## src/rtl/core/lcdcc_pkg.sv

```systemverilog
`timescale 1ns / 1ps
// ----------------------------------------------------------------------------
// lcdcc_pkg
// Shared types and constants of the character LCD command capture core.
// ----------------------------------------------------------------------------
package lcdcc_pkg;

	localparam int LINES   = 2;
	localparam int COLUMNS = 16;
	localparam int CELLS   = LINES * COLUMNS;

	localparam int IDX_W = 5;
	localparam int COL_W = 5;

	localparam logic [7:0] CMD_CLEAR  = 8'h01;
	localparam logic [7:0] CMD_LINE2  = 8'hC0;
	localparam logic [7:0] BLANK_CHAR = 8'h20;

	typedef struct packed {
		logic             reg_select;
		logic             strobe_req;
		logic [7:0]       bus_byte;
		logic [IDX_W-1:0] refresh_index;
	} cmd_item_t;

	typedef struct packed {
		logic             char_written;
		logic [IDX_W-1:0] written_index;
		logic             display_cleared;
		logic             row_now;
		logic [COL_W-1:0] column_now;
		logic [7:0]       refresh_char;
		logic             refresh_filled;
	} rsp_item_t;

	typedef struct packed {
		logic             wr_en;
		logic [IDX_W-1:0] wr_idx;
		logic [7:0]       wr_data;
		logic             clear;
	} cell_wr_t;

endpackage

```

## src/rtl/core/lcdcc_cursor.sv

```systemverilog
`timescale 1ns / 1ps
// ----------------------------------------------------------------------------
// lcdcc_cursor
// Strobe edge detection, command decode and cursor tracking.
// ----------------------------------------------------------------------------
module lcdcc_cursor (
	input  logic                         clk,
	input  logic                         arst_n,
	input  logic                         step,
	input  lcdcc_pkg::cmd_item_t         item,
	output lcdcc_pkg::cell_wr_t          wr,
	output logic                         row_now,
	output logic [lcdcc_pkg::COL_W-1:0]  column_now
);

	logic                        last_strobe_q;
	logic                        row_q;
	logic [lcdcc_pkg::COL_W-1:0] col_q;
	logic                        rise;
	logic                        row_d;
	logic [lcdcc_pkg::COL_W-1:0] col_d;
	lcdcc_pkg::cell_wr_t         wr_d;

	assign rise = item.strobe_req & ~last_strobe_q;

	always_comb begin
		row_d = row_q;
		col_d = col_q;
		wr_d  = '0;
		if (rise) begin
			if (!item.reg_select) begin
				unique case (item.bus_byte)
					lcdcc_pkg::CMD_CLEAR: begin
						row_d      = 1'b0;
						col_d      = '0;
						wr_d.clear = 1'b1;
					end
					lcdcc_pkg::CMD_LINE2: begin
						row_d = (lcdcc_pkg::LINES >= 2);
						col_d = '0;
					end
					default: begin
					end
				endcase
			end else if ((int'(row_q) < lcdcc_pkg::LINES) &&
				(int'(col_q) < lcdcc_pkg::COLUMNS)) begin
				wr_d.wr_en   = 1'b1;
				wr_d.wr_idx  = lcdcc_pkg::IDX_W'(int'(row_q) * lcdcc_pkg::COLUMNS
					+ int'(col_q));
				wr_d.wr_data = item.bus_byte;
				col_d        = col_q + 1'b1;
			end
		end
	end

	always_ff @(posedge clk or negedge arst_n) begin
		if (!arst_n) begin
			last_strobe_q <= 1'b0;
			row_q         <= 1'b0;
			col_q         <= '0;
		end else if (step) begin
			last_strobe_q <= item.strobe_req;
			row_q         <= row_d;
			col_q         <= col_d;
		end
	end

	assign wr         = wr_d;
	assign row_now    = row_d;
	assign column_now = col_d;

endmodule

```

## src/rtl/core/lcdcc_cells.sv

```systemverilog
`timescale 1ns / 1ps
// ----------------------------------------------------------------------------
// lcdcc_cells
// Display cell store with filled flags and same-cycle refresh readback.
// ----------------------------------------------------------------------------
module lcdcc_cells (
	input  logic                         clk,
	input  logic                         arst_n,
	input  logic                         step,
	input  lcdcc_pkg::cell_wr_t          wr,
	input  logic [lcdcc_pkg::IDX_W-1:0]  refresh_index,
	output logic [7:0]                   refresh_char,
	output logic                         refresh_filled
);

	logic [7:0] chars_q  [lcdcc_pkg::CELLS];
	logic       filled_q [lcdcc_pkg::CELLS];
	logic       fill_rd;
	logic [7:0] char_rd;

	always_ff @(posedge clk or negedge arst_n) begin
		if (!arst_n) begin
			for (int i = 0; i < lcdcc_pkg::CELLS; i++) begin
				filled_q[i] <= 1'b0;
			end
		end else if (step) begin
			if (wr.clear) begin
				for (int i = 0; i < lcdcc_pkg::CELLS; i++) begin
					filled_q[i] <= 1'b0;
				end
			end else if (wr.wr_en) begin
				filled_q[wr.wr_idx] <= 1'b1;
			end
		end
	end

	always_ff @(posedge clk) begin
		if (step && wr.wr_en) begin
			chars_q[wr.wr_idx] <= wr.wr_data;
		end
	end

	// readback reflects this item's write or clear
	always_comb begin
		fill_rd = 1'b0;
		char_rd = lcdcc_pkg::BLANK_CHAR;
		if (int'(refresh_index) < lcdcc_pkg::CELLS) begin
			if (wr.clear) begin
				fill_rd = 1'b0;
			end else if (wr.wr_en && (wr.wr_idx == refresh_index)) begin
				fill_rd = 1'b1;
				char_rd = wr.wr_data;
			end else begin
				fill_rd = filled_q[refresh_index];
				char_rd = chars_q[refresh_index];
			end
		end
		refresh_filled = fill_rd;
		refresh_char   = fill_rd ? char_rd : lcdcc_pkg::BLANK_CHAR;
	end

endmodule

```

## src/rtl/core/char_lcd_command_capture_core.sv

```systemverilog
`timescale 1ns / 1ps
// ----------------------------------------------------------------------------
// char_lcd_command_capture_core
// Captures character LCD pin samples, tracks cursor and display cells.
//
//   channel  direction  handshake            payload
//   cmd      in         cmd_valid/cmd_stall  cmd_item_t pin sample
//   rsp      out        rsp_valid/rsp_stall  rsp_item_t write, cursor, refresh
//
// one item per cycle sustained while rsp_stall does not hold the result register
// input register feeds decode and cell update, result register drives rsp
// arst_n clears cursor, strobe history, filled flags and valid bits
// rsp_stall holds the result register and back-pressures cmd through stage one
// ----------------------------------------------------------------------------
module char_lcd_command_capture_core (
	input  logic                 clk,
	input  logic                 arst_n,
	input  logic                 cmd_valid,
	output logic                 cmd_stall,
	input  lcdcc_pkg::cmd_item_t cmd,
	output logic                 rsp_valid,
	input  logic                 rsp_stall,
	output lcdcc_pkg::rsp_item_t rsp
);

	logic                 valid_s1;
	lcdcc_pkg::cmd_item_t item_s1;
	logic                 rsp_valid_q;
	lcdcc_pkg::rsp_item_t rsp_q;
	logic                 adv;
	logic                 step;
	lcdcc_pkg::cell_wr_t  wr;
	lcdcc_pkg::rsp_item_t res;

	assign adv       = ~rsp_valid_q | ~rsp_stall;
	assign step      = valid_s1 & adv;
	assign cmd_stall = valid_s1 & ~adv;

	always_ff @(posedge clk or negedge arst_n) begin
		if (!arst_n) begin
			valid_s1 <= 1'b0;
		end else if (cmd_valid && !cmd_stall) begin
			valid_s1 <= 1'b1;
		end else if (adv) begin
			valid_s1 <= 1'b0;
		end
	end

	always_ff @(posedge clk) begin
		if (cmd_valid && !cmd_stall) begin
			item_s1 <= cmd;
		end
	end

	lcdcc_cursor u_cursor (
		.clk        (clk),
		.arst_n     (arst_n),
		.step       (step),
		.item       (item_s1),
		.wr         (wr),
		.row_now    (res.row_now),
		.column_now (res.column_now)
	);

	lcdcc_cells u_cells (
		.clk            (clk),
		.arst_n         (arst_n),
		.step           (step),
		.wr             (wr),
		.refresh_index  (item_s1.refresh_index),
		.refresh_char   (res.refresh_char),
		.refresh_filled (res.refresh_filled)
	);

	assign res.char_written    = wr.wr_en;
	assign res.written_index   = wr.wr_en ? wr.wr_idx : '0;
	assign res.display_cleared = wr.clear;

	always_ff @(posedge clk or negedge arst_n) begin
		if (!arst_n) begin
			rsp_valid_q <= 1'b0;
		end else if (adv) begin
			rsp_valid_q <= valid_s1;
		end
	end

	always_ff @(posedge clk) begin
		if (step) begin
			rsp_q <= res;
		end
	end

	assign rsp_valid = rsp_valid_q;
	assign rsp       = rsp_q;

endmodule
```

## config.mk

```make
export PLATFORM = sky130hd
export DESIGN_NAME = char_lcd_command_capture_core
export DESIGN_NICKNAME = d
export VERILOG_FILES = /design/src/rtl/core/lcdcc_pkg.sv /design/src/rtl/core/lcdcc_cursor.sv /design/src/rtl/core/lcdcc_cells.sv /design/src/rtl/core/char_lcd_command_capture_core.sv
export SDC_FILE = /design/constraint.sdc
export NUM_CORES = 1
export LEC_CHECK = 0
export BUFFER_PORTS_ARGS = -buffer_cell sky130_fd_sc_hd__buf_4
export CAP_MARGIN = 20
export CORE_ASPECT_RATIO = 1.4
export CORE_MARGIN = 5
export CORE_UTILIZATION = 44
export DETAILED_ROUTE_END_ITERATION = 8
export GPL_TIMING_DRIVEN = 0
export PLACE_DENSITY = 0.61
export REMOVE_ABC_BUFFERS = 1
export SLEW_MARGIN = 10
export SYNTH_ARGS = -nofsm -noshare
export SYNTH_HDL_FRONTEND = slang
export SYNTH_SLANG_ARGS = --single-unit
```

## constraint.sdc

```tcl
create_clock -name clk -period 3.71 [get_ports clk]
set_clock_uncertainty 0.05 [all_clocks]
set_input_delay 0.742 -clock clk [delete_from_list [all_inputs] [get_ports clk]]
set_output_delay 0.742 -clock clk [all_outputs]
set_load 0.01 [all_outputs]
```

**After elaboration in Yosys (flattened, before gate mapping)**

Memories as Yosys holds them, arrays and structs flattened. A register that Yosys moved wholly into a read port is not among the register bits.
Cells that the tools add are included.

- Flip-flop bits (word level): 70
- Bits in writable memories: 256
- Bits of input ports: 19
- Output and inout bits: 24
- Memories kept: 1

- Add/subtract/negate cells: 2
- $lt $le $gt $ge: 4
- Equality and inequality tests: 3
- Multiplexer cells: 25
- Bitwise operators: 12
- Reductions and logical operators: 10

Memories:

| name | depth | width | rd ports | clocked after Yosys merged registers in | write ports | RTL line | text |
|---|---|---|---|---|---|---|---|
| u_cells.chars_q | 32 | 8 | 1 | 1 | 1 | lcdcc_cells.sv:16 | `logic [7:0] chars_q [lcdcc_pkg::CELLS];` |

Operators with widths:

| operator | number |
|---|---|
| 32-bit 2-to-1 mux | 2 |
| 32-bit OR | 1 |
| 14-bit 2-to-1 mux | 2 |
| 5-bit 2-to-1 mux | 4 |
| 15-bit 2-to-1 mux | 1 |
| 1-bit 2-to-1 mux | 13 |
| 6-bit greater-or-equal comparator (second input constant) | 2 |
| 5-bit inverter with 6-bit output | 2 |
| 8-bit by 1-bit equality test with 1-bit output (second input constant) | 1 |
| 8-bit equality test (second input constant) | 1 |
| 6-bit by 1-bit less-than comparator with 1-bit output (second input constant) | 1 |
| 5-bit by 1-bit adder with 5-bit output (second input constant) | 1 |
| 5-bit adder | 1 |
| 1-bit binary-select mux with 5-bit select | 1 |
| 1-bit demux with 5-bit select | 1 |
| 5-bit equality test | 1 |
| 5-bit less-than comparator (second input constant) | 1 |
| 1-bit inverter | 5 |
| 1-bit logical AND | 4 |
| 2-bit nonzero test | 2 |
| 2-bit OR reduction | 2 |
| 1-bit bitwise AND | 3 |
| 1-bit case mux with 2 select lines | 1 |
| 2-bit AND reduction | 1 |
| 2 further kinds | 2 |

**Logic depth before layout (Yosys ltp)**

Gate-level depths: netlist of the first run.

- Word-level depth: 12
- Mapped depth: 10
- Depth with buffers taken out: 8

**Modules after synthesis**

Synthesis of the first run repeated with hierarchy kept, for this count alone.

- Cells, all modules: 701
- Area, all modules: 13,436.6 um^2

Modules (own cells, without submodules):

| module | times used | cells each | area an instance (um^2) |
|---|---|---|---|
| lcdcc_cells | 1 | 567 | 11,529.8 |
| char_lcd_command_capture_core | 1 | 50 | 1,234.9 |
| lcdcc_cursor | 1 | 84 | 671.9 |

**Worst setup path before layout of the first run**

OpenSTA, ideal clock, no wires.

- Kind: input port to flip-flop
- From: in rsp_stall
- To: reg u_cursor.col_q[1] (netlist name)
- Data arrival time: 2.274 ns
- Slack: 1.264 ns
- Stages: 6
- Path buffers: 1
- Cells stage by stage: nand2_1 > nand2_1 > inv_2 > clkbuf_1 > o21ai_0 > a32o_1

- Word-level cells in the longest chain between the ends: 3

Ends and longest elaborated chain:

| what | RTL line | text |
|---|---|---|
| start: declaration | char_lcd_command_capture_core.sv:22 | `input logic rsp_stall,` |
| 1-bit inverter | char_lcd_command_capture_core.sv:35 | `assign adv = ~rsp_valid_q \| ~rsp_stall;` |
| 1-bit OR | char_lcd_command_capture_core.sv:35 |  |
| 1-bit bitwise AND | char_lcd_command_capture_core.sv:36 | `assign step = valid_s1 & adv;` |
| named net step | char_lcd_command_capture_core.sv:31 | `logic step;` |
| end signal: assignment | lcdcc_cursor.sv:64 | `col_q <= col_d;` |
| end: declaration | lcdcc_cursor.sv:18 | `logic [lcdcc_pkg::COL_W-1:0] col_q;` |

The timed path passes the listed nets, and every way through them passes these cells.
A chain may end at the register's enable or synchronous reset.

**Worst setup path in the final report of the first run**

- From: reg u_cursor.col_q[4] (netlist name)
- To: mem u_cells.chars_q[31][1], enable pin

- Word-level cells in the longest chain between the ends: 7

Ends and longest elaborated chain:

| what | RTL line | text |
|---|---|---|
| 5-bit less-than comparator | lcdcc_cursor.sv:46 | `(int'(col_q) < lcdcc_pkg::COLUMNS)) begin` |
| 14-bit 2-to-1 mux (*) | lcdcc_cursor.sv:45 | `end else if ((int'(row_q) < lcdcc_pkg::LINES) &&` |
| 14-bit 2-to-1 mux (*) | lcdcc_cursor.sv:31 | `if (!item.reg_select) begin` |
| 15-bit 2-to-1 mux (*) | lcdcc_cursor.sv:30 | `if (rise) begin` |
| 1-bit logical AND | lcdcc_cells.sv:38 | `if (step && wr.wr_en) begin` |
| 1-bit 2-to-1 mux | lcdcc_cells.sv:38 |  |
| 1-bit 2-to-1 mux (implied by the code) | lcdcc_cells.sv:39 | `chars_q[wr.wr_idx] <= wr.wr_data;` |
| end: declaration | lcdcc_cells.sv:16 |  |

Mark *: on every way between the ends. The rest lies on a longest branch, timed or not.

==> results of run 1 <==
## synth_stat cells (all sizes together), types with 6 or more instances
master / number / area, um^2
edfxtp: 293 / 8800
nor2: 55 / 206
mux4: 42 / 946
dfrtp: 41 / 1030
nand2: 36 / 135
o21a: 33 / 248
buf: 29 / 218
mux2: 26 / 293
mux2i: 26 / 260
o21ai: 19 / 95.1
o22ai: 18 / 113
and2: 17 / 106
clkbuf: 16 / 60.1
a21oi: 15 / 75.1
nand3: 15 / 80.1
inv: 9 / 33.8
nor2b: 9 / 56.3
a211oi: 7 / 52.6
nand2b: 6 / 37.5
## sequential cells by signal (all words and copies together), names as in the netlist, 5 cells and up
name              cells
item_s1              15
u_cursor.col_q        5
rsp                  22
u_cells.filled_q     32
u_cells.chars_q     256
## final timing paths
check                                                       from                          endpoint  slack (ps)  cells past startpoint
worst max-delay path               u_cursor.col_q[4]$_DFFE_PN0P_  u_cells.chars_q[31][1]$_DFFE_PP_         320                      5
worst min-delay path                                      arst_n        u_cursor.row_q$_DFFE_PN0P_         150                      1
worst max register to register     u_cursor.col_q[4]$_DFFE_PN0P_  u_cells.chars_q[31][1]$_DFFE_PP_         320                      5
worst min register to register  u_cells.filled_q[27]$_DFFE_PN0P_  u_cells.filled_q[27]$_DFFE_PN0P_         440                      1
max in group asynchronous                                 arst_n  u_cells.filled_q[30]$_DFFE_PN0P_        3010                      1
min in group clk                                          cmd[3]              item_s1[3]$_DFFE_PP_         300                      1
## cell type report
| class | instances | area share |
|---|---|---|
| clock buffers | 48 | 0.0580 |
| clock inverters | 9 | 0.00440 |
| inverters | 9 | 0.00220 |
| multi-input cells | 399 | 0.219 |
| flip-flops and latches | 334 | 0.641 |
| well taps | 385 | 0.0314 |
| repair buffers | 63 | 0.0446 |
## metal layers
| metal | up-vias | wire [um] |
|---|---|---|
| met1 | 3779 | 12300 |
| met3 | 66 | 1780 |
| met2 | 256 | 17100 |
| li1 | 3210 | - |
| met4 | 0 | 1800 |
| met5 | - | 0 |
## per-stage QoR
step | util | instances | worst slack [ps]
final | 0.509 | 1247 | 320
after global routing | 0.509 | 1247 | 107
after CTS | 0.508 | 1244 | 92.8
after detailed placement | 0.476 | 1187 | -87.8
after global placement | 0.464 | 1169 | -2860
after floorplan | - | 742 | -536
## worst max-delay path, stage by stage, from the launching register on
cell and delay [ps]:
dfrtp_1 440, nor4bb_4 730, buf_6 250, and2_1 170, nand3_1 370, nor2_1 1000
## report_power, final
group | total, mW | leakage, nW | switching (mW) | internal (mW)
clock network | 3.03 | 0.464 | 1.32 | 1.71
registers | 4.30 | 3.27 | 0.0963 | 4.20
logic | 0.673 | 1.50 | 0.381 | 0.292
## cell families (layout without fill, tap and decap cells)
group | count (synthesis) | after routing
AND/OR/NAND/NOR | 159 | 159
flip-flops | 334 | 334
buffers and inverters | 54 | 129
XOR/XNOR | 5 | 5
multiplexers | 94 | 94
adder cells (fa/ha/maj) | 2 | 2
AO/OA/AOI/OAI | 139 | 139
## timing repair
action / 4_1_cts / 5_1_grt
setup endpoints to repair: 0 / 1
gates resized for setup: 0 / 2
setup buffers: 0 / 0
==> flow_summary.json, run 1 <==
{
  "antenna_cells_inserted": 0,
  "ys_async_rst_share": 0.123,
  "setup_violations": 0,
  "worstMarginPinSlew_ps": 1140,
  "nFillCells": 2439,
  "total_power_mw": 8.00,
  "timing.max_cap.violations": 0,
  "drt_pass1_iterations": 8,
  "fp.coreArea_mm2": 0.0301,
  "multi_input_comb_area_mm2": 0.00336,
  "fraction_of_the_yosys_area_taken_by_sequential_cells": 0.730,
  "drc": 0,
  "most_common_cell_after_layout_fill_and_taps_aside": "edfxtp_1",
  "path_type_of_the_worst_min_delay_path": "in -> async",
  "ys_warn_count": 0,
  "finish.net_count": 859,
  "num_vias": 7311,
  "post_synth_instance_area_mm2": 0.0135,
  "cts_tree": "done",
  "seq_area_mm2": 0.00982,
  "timing.final.hold_violations": 0,
  "clkLatencyLatePin_ps": 570,
  "dp.final_hpwl_mm": 21.6,
  "largest_family_of_logic_cells_by_synthesized_area": "multiplexers",
  "boundaryPins": 43,
  "met3_usage": 0.0256,
  "routedWlPerCell_um": 26.5,
  "rsz0062_at_grt": "false",
  "grt_max_degree": 42,
  "synthToLayoutAreaGrowth_pct": 13.9,
  "power_density_mw_per_mm2": 521,
  "via_count_of_the_first_global_routing_pass": 7645,
  "antenna_found_initial": 0,
  "initialDrtViolationCount": 482,
  "synth_seq_cells": 334,
  "postRouteAntennaNets": 0,
  "cts.reportedPaths.clkPinSlew_ps": 70,
  "wire_length_of_the_first_global_routing_pass_mm": 49.5,
  "holdWs_ps": 151,
  "grt_usage": 0.196,
  "synth-edff-count": 293,
  "initial_utilization": 0.447,
  "post_synthesis_simple_gate_area_fraction": 0.0574,
  "cp.arrival_ps": 3530,
  "slew_headroom": 0.239,
  "fin_tns_setup_ps": 0,
  "gr-usage-met2": 0.340,
  "final_cell_mix": "edfxtp_1, nor2_1, buf_4, mux4_2, dfrtp_1",
  "clk_path_buf_depth": 3,
  "max_freq_ghz": 0.295,
  "crit_type": "reg -> reg",
  "post_place_cell_area_mm2": 0.0143,
  "critPathCaptureType": "flop",
  "met1_usage": 0.238,
  "cts_hold_buf": 0,
  "vdd_drop_max_uv": 326,
  "outcome": "completed",
  "clock-root-buffer": "clkbuf_16",
  "place.port_buffers": 42,
  "grt-busiest-layer": "met2",
  "htree_num_levels": 1,
  "slew_viol_final": 0,
  "placementRows": 75,
  "stdcell_area_mm2": 0.0153,
  "grt_overflow": 0,
  "design.die.area_mm2": 0.0343,
  "synth_compound_area_frac": 0.0734,
  "synth_xor_xnor_area_share": 0.00325,
  "gp_routability_congestion": 0.793,
  "tritoncts.num_buffers": 31,
  "netlist_instances": 787,
  "power_leakage_nw": 5.23,
  "finalCritPeriodShare": 0.914,
  "yosysUniqueCellTypes": 62,
  "floorplan.die.height_um": 217,
  "routed_via_density": 5.86,
  "drive_gt1_frac": 0.202,
  "syn-mean-instance-area_um2": 17.1,
  "synthMuxAreaShare": 0.111,
  "post_synthesis_share_of_cell_area_spent_on_full_adders_half_adders_and_majority_gates": 0.00186,
  "postRouteWirelength_mm": 33.0,
  "critical_path_peak_fanout": 14,
  "die_width_um": 158,
  "cts_num_sinks": 334,
  "crit_path_start_kind": "flop",
  "data_required_critical_path_ps": 3840,
  "post-route-min-period_ps": 3390,
  "ys_dominant_reg_cell": "edfxtp_1"
}
Power figures use the tool's default switching activity.
==> run 2: changes to the inputs <==
--- a/config.mk
+++ b/config.mk
@@ -7,12 +7,14 @@
 export LEC_CHECK = 0
 export BUFFER_PORTS_ARGS = -buffer_cell sky130_fd_sc_hd__buf_4
 export CAP_MARGIN = 20
+export CELL_PAD_IN_SITES_DETAIL_PLACEMENT = 0
+export CELL_PAD_IN_SITES_GLOBAL_PLACEMENT = 1
 export CORE_ASPECT_RATIO = 1.4
 export CORE_MARGIN = 5
 export CORE_UTILIZATION = 44
 export DETAILED_ROUTE_END_ITERATION = 8
 export GPL_TIMING_DRIVEN = 0
-export PLACE_DENSITY = 0.61
+export PLACE_DENSITY = 0.68
 export REMOVE_ABC_BUFFERS = 1
 export SLEW_MARGIN = 10
 export SYNTH_ARGS = -nofsm -noshare
==> run 2 against run 1 <==
Global-route usage shrank 0.29 points. Critical path depth is the same. Clock power grew 5%. Flip-flop and latch count is the same. Power grew 2.2%. Sequential power is essentially flat. Critical path type unchanged. Core utilization grew 0.58 points. Cell area grew 1.1%. Clock-buffer cell count shrank 8.
==> flow_summary.json, run 2 (synthesis gave the netlist of run 1 again) <==
{
  "outcome": "completed",
  "routed_via_density": 5.85,
  "vdd_drop_max_uv": 248,
  "largest_register_ffs": 256,
  "antenna_cells_inserted": 0,
  "grt_overflow": 0,
  "placementRows": 75,
  "post_cts_resize_count": 0,
  "place.port_buffers": 42,
  "most_common_cell_after_layout_fill_and_taps_aside": "edfxtp_1",
  "drt_pass1_iterations": 5,
  "kind_of_cell_with_the_highest_combined_delay_on_the_critical_path": "simple AND/OR/NAND/NOR gates",
  "design.die.area_mm2": 0.0343,
  "via_count_of_the_first_global_routing_pass": 7633,
  "initial_utilization": 0.447,
  "critPathCaptureType": "flop",
  "floorplan.die.height_um": 217,
  "met3_usage": 0.0290,
  "grt_usage": 0.193,
  "crit_path_start_kind": "flop",
  "cts_hold_buf": 0,
  "antenna_found_initial": 0,
  "largest_stage_delay_on_the_critical_path_ps": 930,
  "cts.reportedPaths.clkPinSlew_ps": 60,
  "p_sw_frac": 0.224,
  "slew_viol_final": 0,
  "rsz0062_at_grt": "false",
  "p_seq_frac": 0.526,
  "post-route-min-period_ps": 3370,
  "post_place_cell_area_mm2": 0.0144,
  "crit_type": "reg -> reg",
  "gr-usage-met2": 0.350,
  "fp.coreArea_mm2": 0.0301,
  "worstMarginPinSlew_ps": 1130,
  "cts_num_sinks": 334,
  "max_freq_ghz": 0.297,
  "tritoncts.num_buffers": 31,
  "dp.final_hpwl_mm": 22.8,
  "grt-busiest-layer": "met2",
  "power_density_mw_per_mm2": 527,
  "combinational_cell_fraction_of_total_power": 0.084,
  "cts_tree": "done",
  "p_clk_frac": 0.390,
  "grt_max_degree": 42,
  "boundaryPins": 43,
  "finish.net_count": 862,
  "wire_length_of_the_first_global_routing_pass_mm": 48.6,
  "power_leakage_nw": 5.31,
  "cp.arrival_ps": 3490,
  "crit_chain": "nor4bb_4 -> buf_6 -> nand2_1 -> or3_1 -> nor2_1",
  "internal_power_consumption_mw": 6.34,
  "holdWs_ps": 156,
  "gp_routability_congestion": 0.835,
  "initialDrtViolationCount": 692,
  "nFillCells": 2423,
  "stdcell_area_mm2": 0.0155,
  "clock-root-buffer": "clkbuf_16",
  "post_cts_buffers": 0,
  "critPathSlowestCell": "nor2_1",
  "num_vias": 7316,
  "critical_path_peak_fanout": 15,
  "finalCritPeriodShare": 0.909,
  "fin_cells": 1250,
  "die_width_um": 158,
  "routedWlPerCell_um": 26.2,
  "final_cell_mix": "edfxtp_1, nor2_1, mux4_2, buf_4, dfrtp_1",
  "clkLatencyLatePin_ps": 560,
  "timing.final.hold_violations": 0,
  "htree_num_levels": 1,
  "cp_buf_inv_count": 1,
  "drc": 0,
  "met1_usage": 0.230,
  "drive_gt1_frac": 0.212,
  "slew_headroom": 0.244,
  "max_flop_register": "u_cells.chars_q",
  "fin_tns_setup_ps": 0,
  "setup_violations": 0,
  "synthToLayoutAreaGrowth_pct": 15.2,
  "p_switching_mw": 1.83,
  "path_type_of_the_worst_min_delay_path": "in -> async",
  "timing.max_cap.violations": 0,
  "place_inst": 1191,
  "clk_path_buf_depth": 3,
  "data_required_critical_path_ps": 3830,
  "postRouteWirelength_mm": 32.7,
  "postRouteAntennaNets": 0
}
==> run 2: cell types whose count changed in the layout (fill, tap and decap cells not counted), moves of 2 or more <==
cell,change
clkinv_1,-2
buf_8,+2
inv_4,+2
and2_1,+4
clkbuf_16,+2
clkinvlp_4,+2
and2_2,-4
clkbuf_1,-9
clkinv_2,+3
clkinv_4,+2
buf_16,+3
==> run 2: worst paths after layout <==
check | slack, ps | cells after the start | from | endpoint
worst max-delay path | 340 | 5 | u_cursor.col_q[4]$_DFFE_PN0P_ | u_cells.chars_q[16][1]$_DFFE_PP_
worst min-delay path | 160 | 1 | arst_n | u_cells.filled_q[18]$_DFFE_PN0P_
worst max register to register | 340 | 5 | u_cursor.col_q[4]$_DFFE_PN0P_ | u_cells.chars_q[16][1]$_DFFE_PP_
worst min register to register | 440 | 1 | u_cells.filled_q[12]$_DFFE_PN0P_ | u_cells.filled_q[12]$_DFFE_PN0P_
max in group asynchronous | 3050 | 1 | arst_n | u_cells.filled_q[15]$_DFFE_PN0P_
min in group clk | 320 | 1 | cmd[5] | item_s1[5]$_DFFE_PP_
==> run 2: metal layers <==
layer  vias up  wire length, um
li1       3233                -
met1      3789            12100
met2       234            17800
met3        60             1650
met4         0             1140
met5         -                0
==> run 2: through the flow <==
stage | setup WS [ps] | total power, mW | utilization
finish | 339 | 8.17 | 0.515
global route | 63.1 | 8.44 | 0.515
CTS | 277 | 8.22 | 0.513
detailed placement | -42.2 | 5.06 | 0.479
global placement | -2720 | 5.01 | 0.464
floorplan | -536 | 4.74 | -
==> run 2: final cells by class <==
type	instances	area (um^2)	area share
clock buffers	40	892	0.0575
clock inverters	17	150	0.00968
inverters	9	33.8	0.00218
multi-input cells	399	3350	0.216
flip-flops and latches	334	9820	0.633
well taps	385	482	0.0311
repair buffers	66	785	0.0506
==> run 2: power by group through the flow <==
stage	combinational (mW)	clock, mW	sequential [mW]
final	0.687	3.18	4.30
after global routing	0.739	3.39	4.31
after CTS	0.688	3.23	4.30
after detailed placement	0.685	0	4.38
after global placement	0.579	0	4.43
after floorplan	0.354	0	4.39
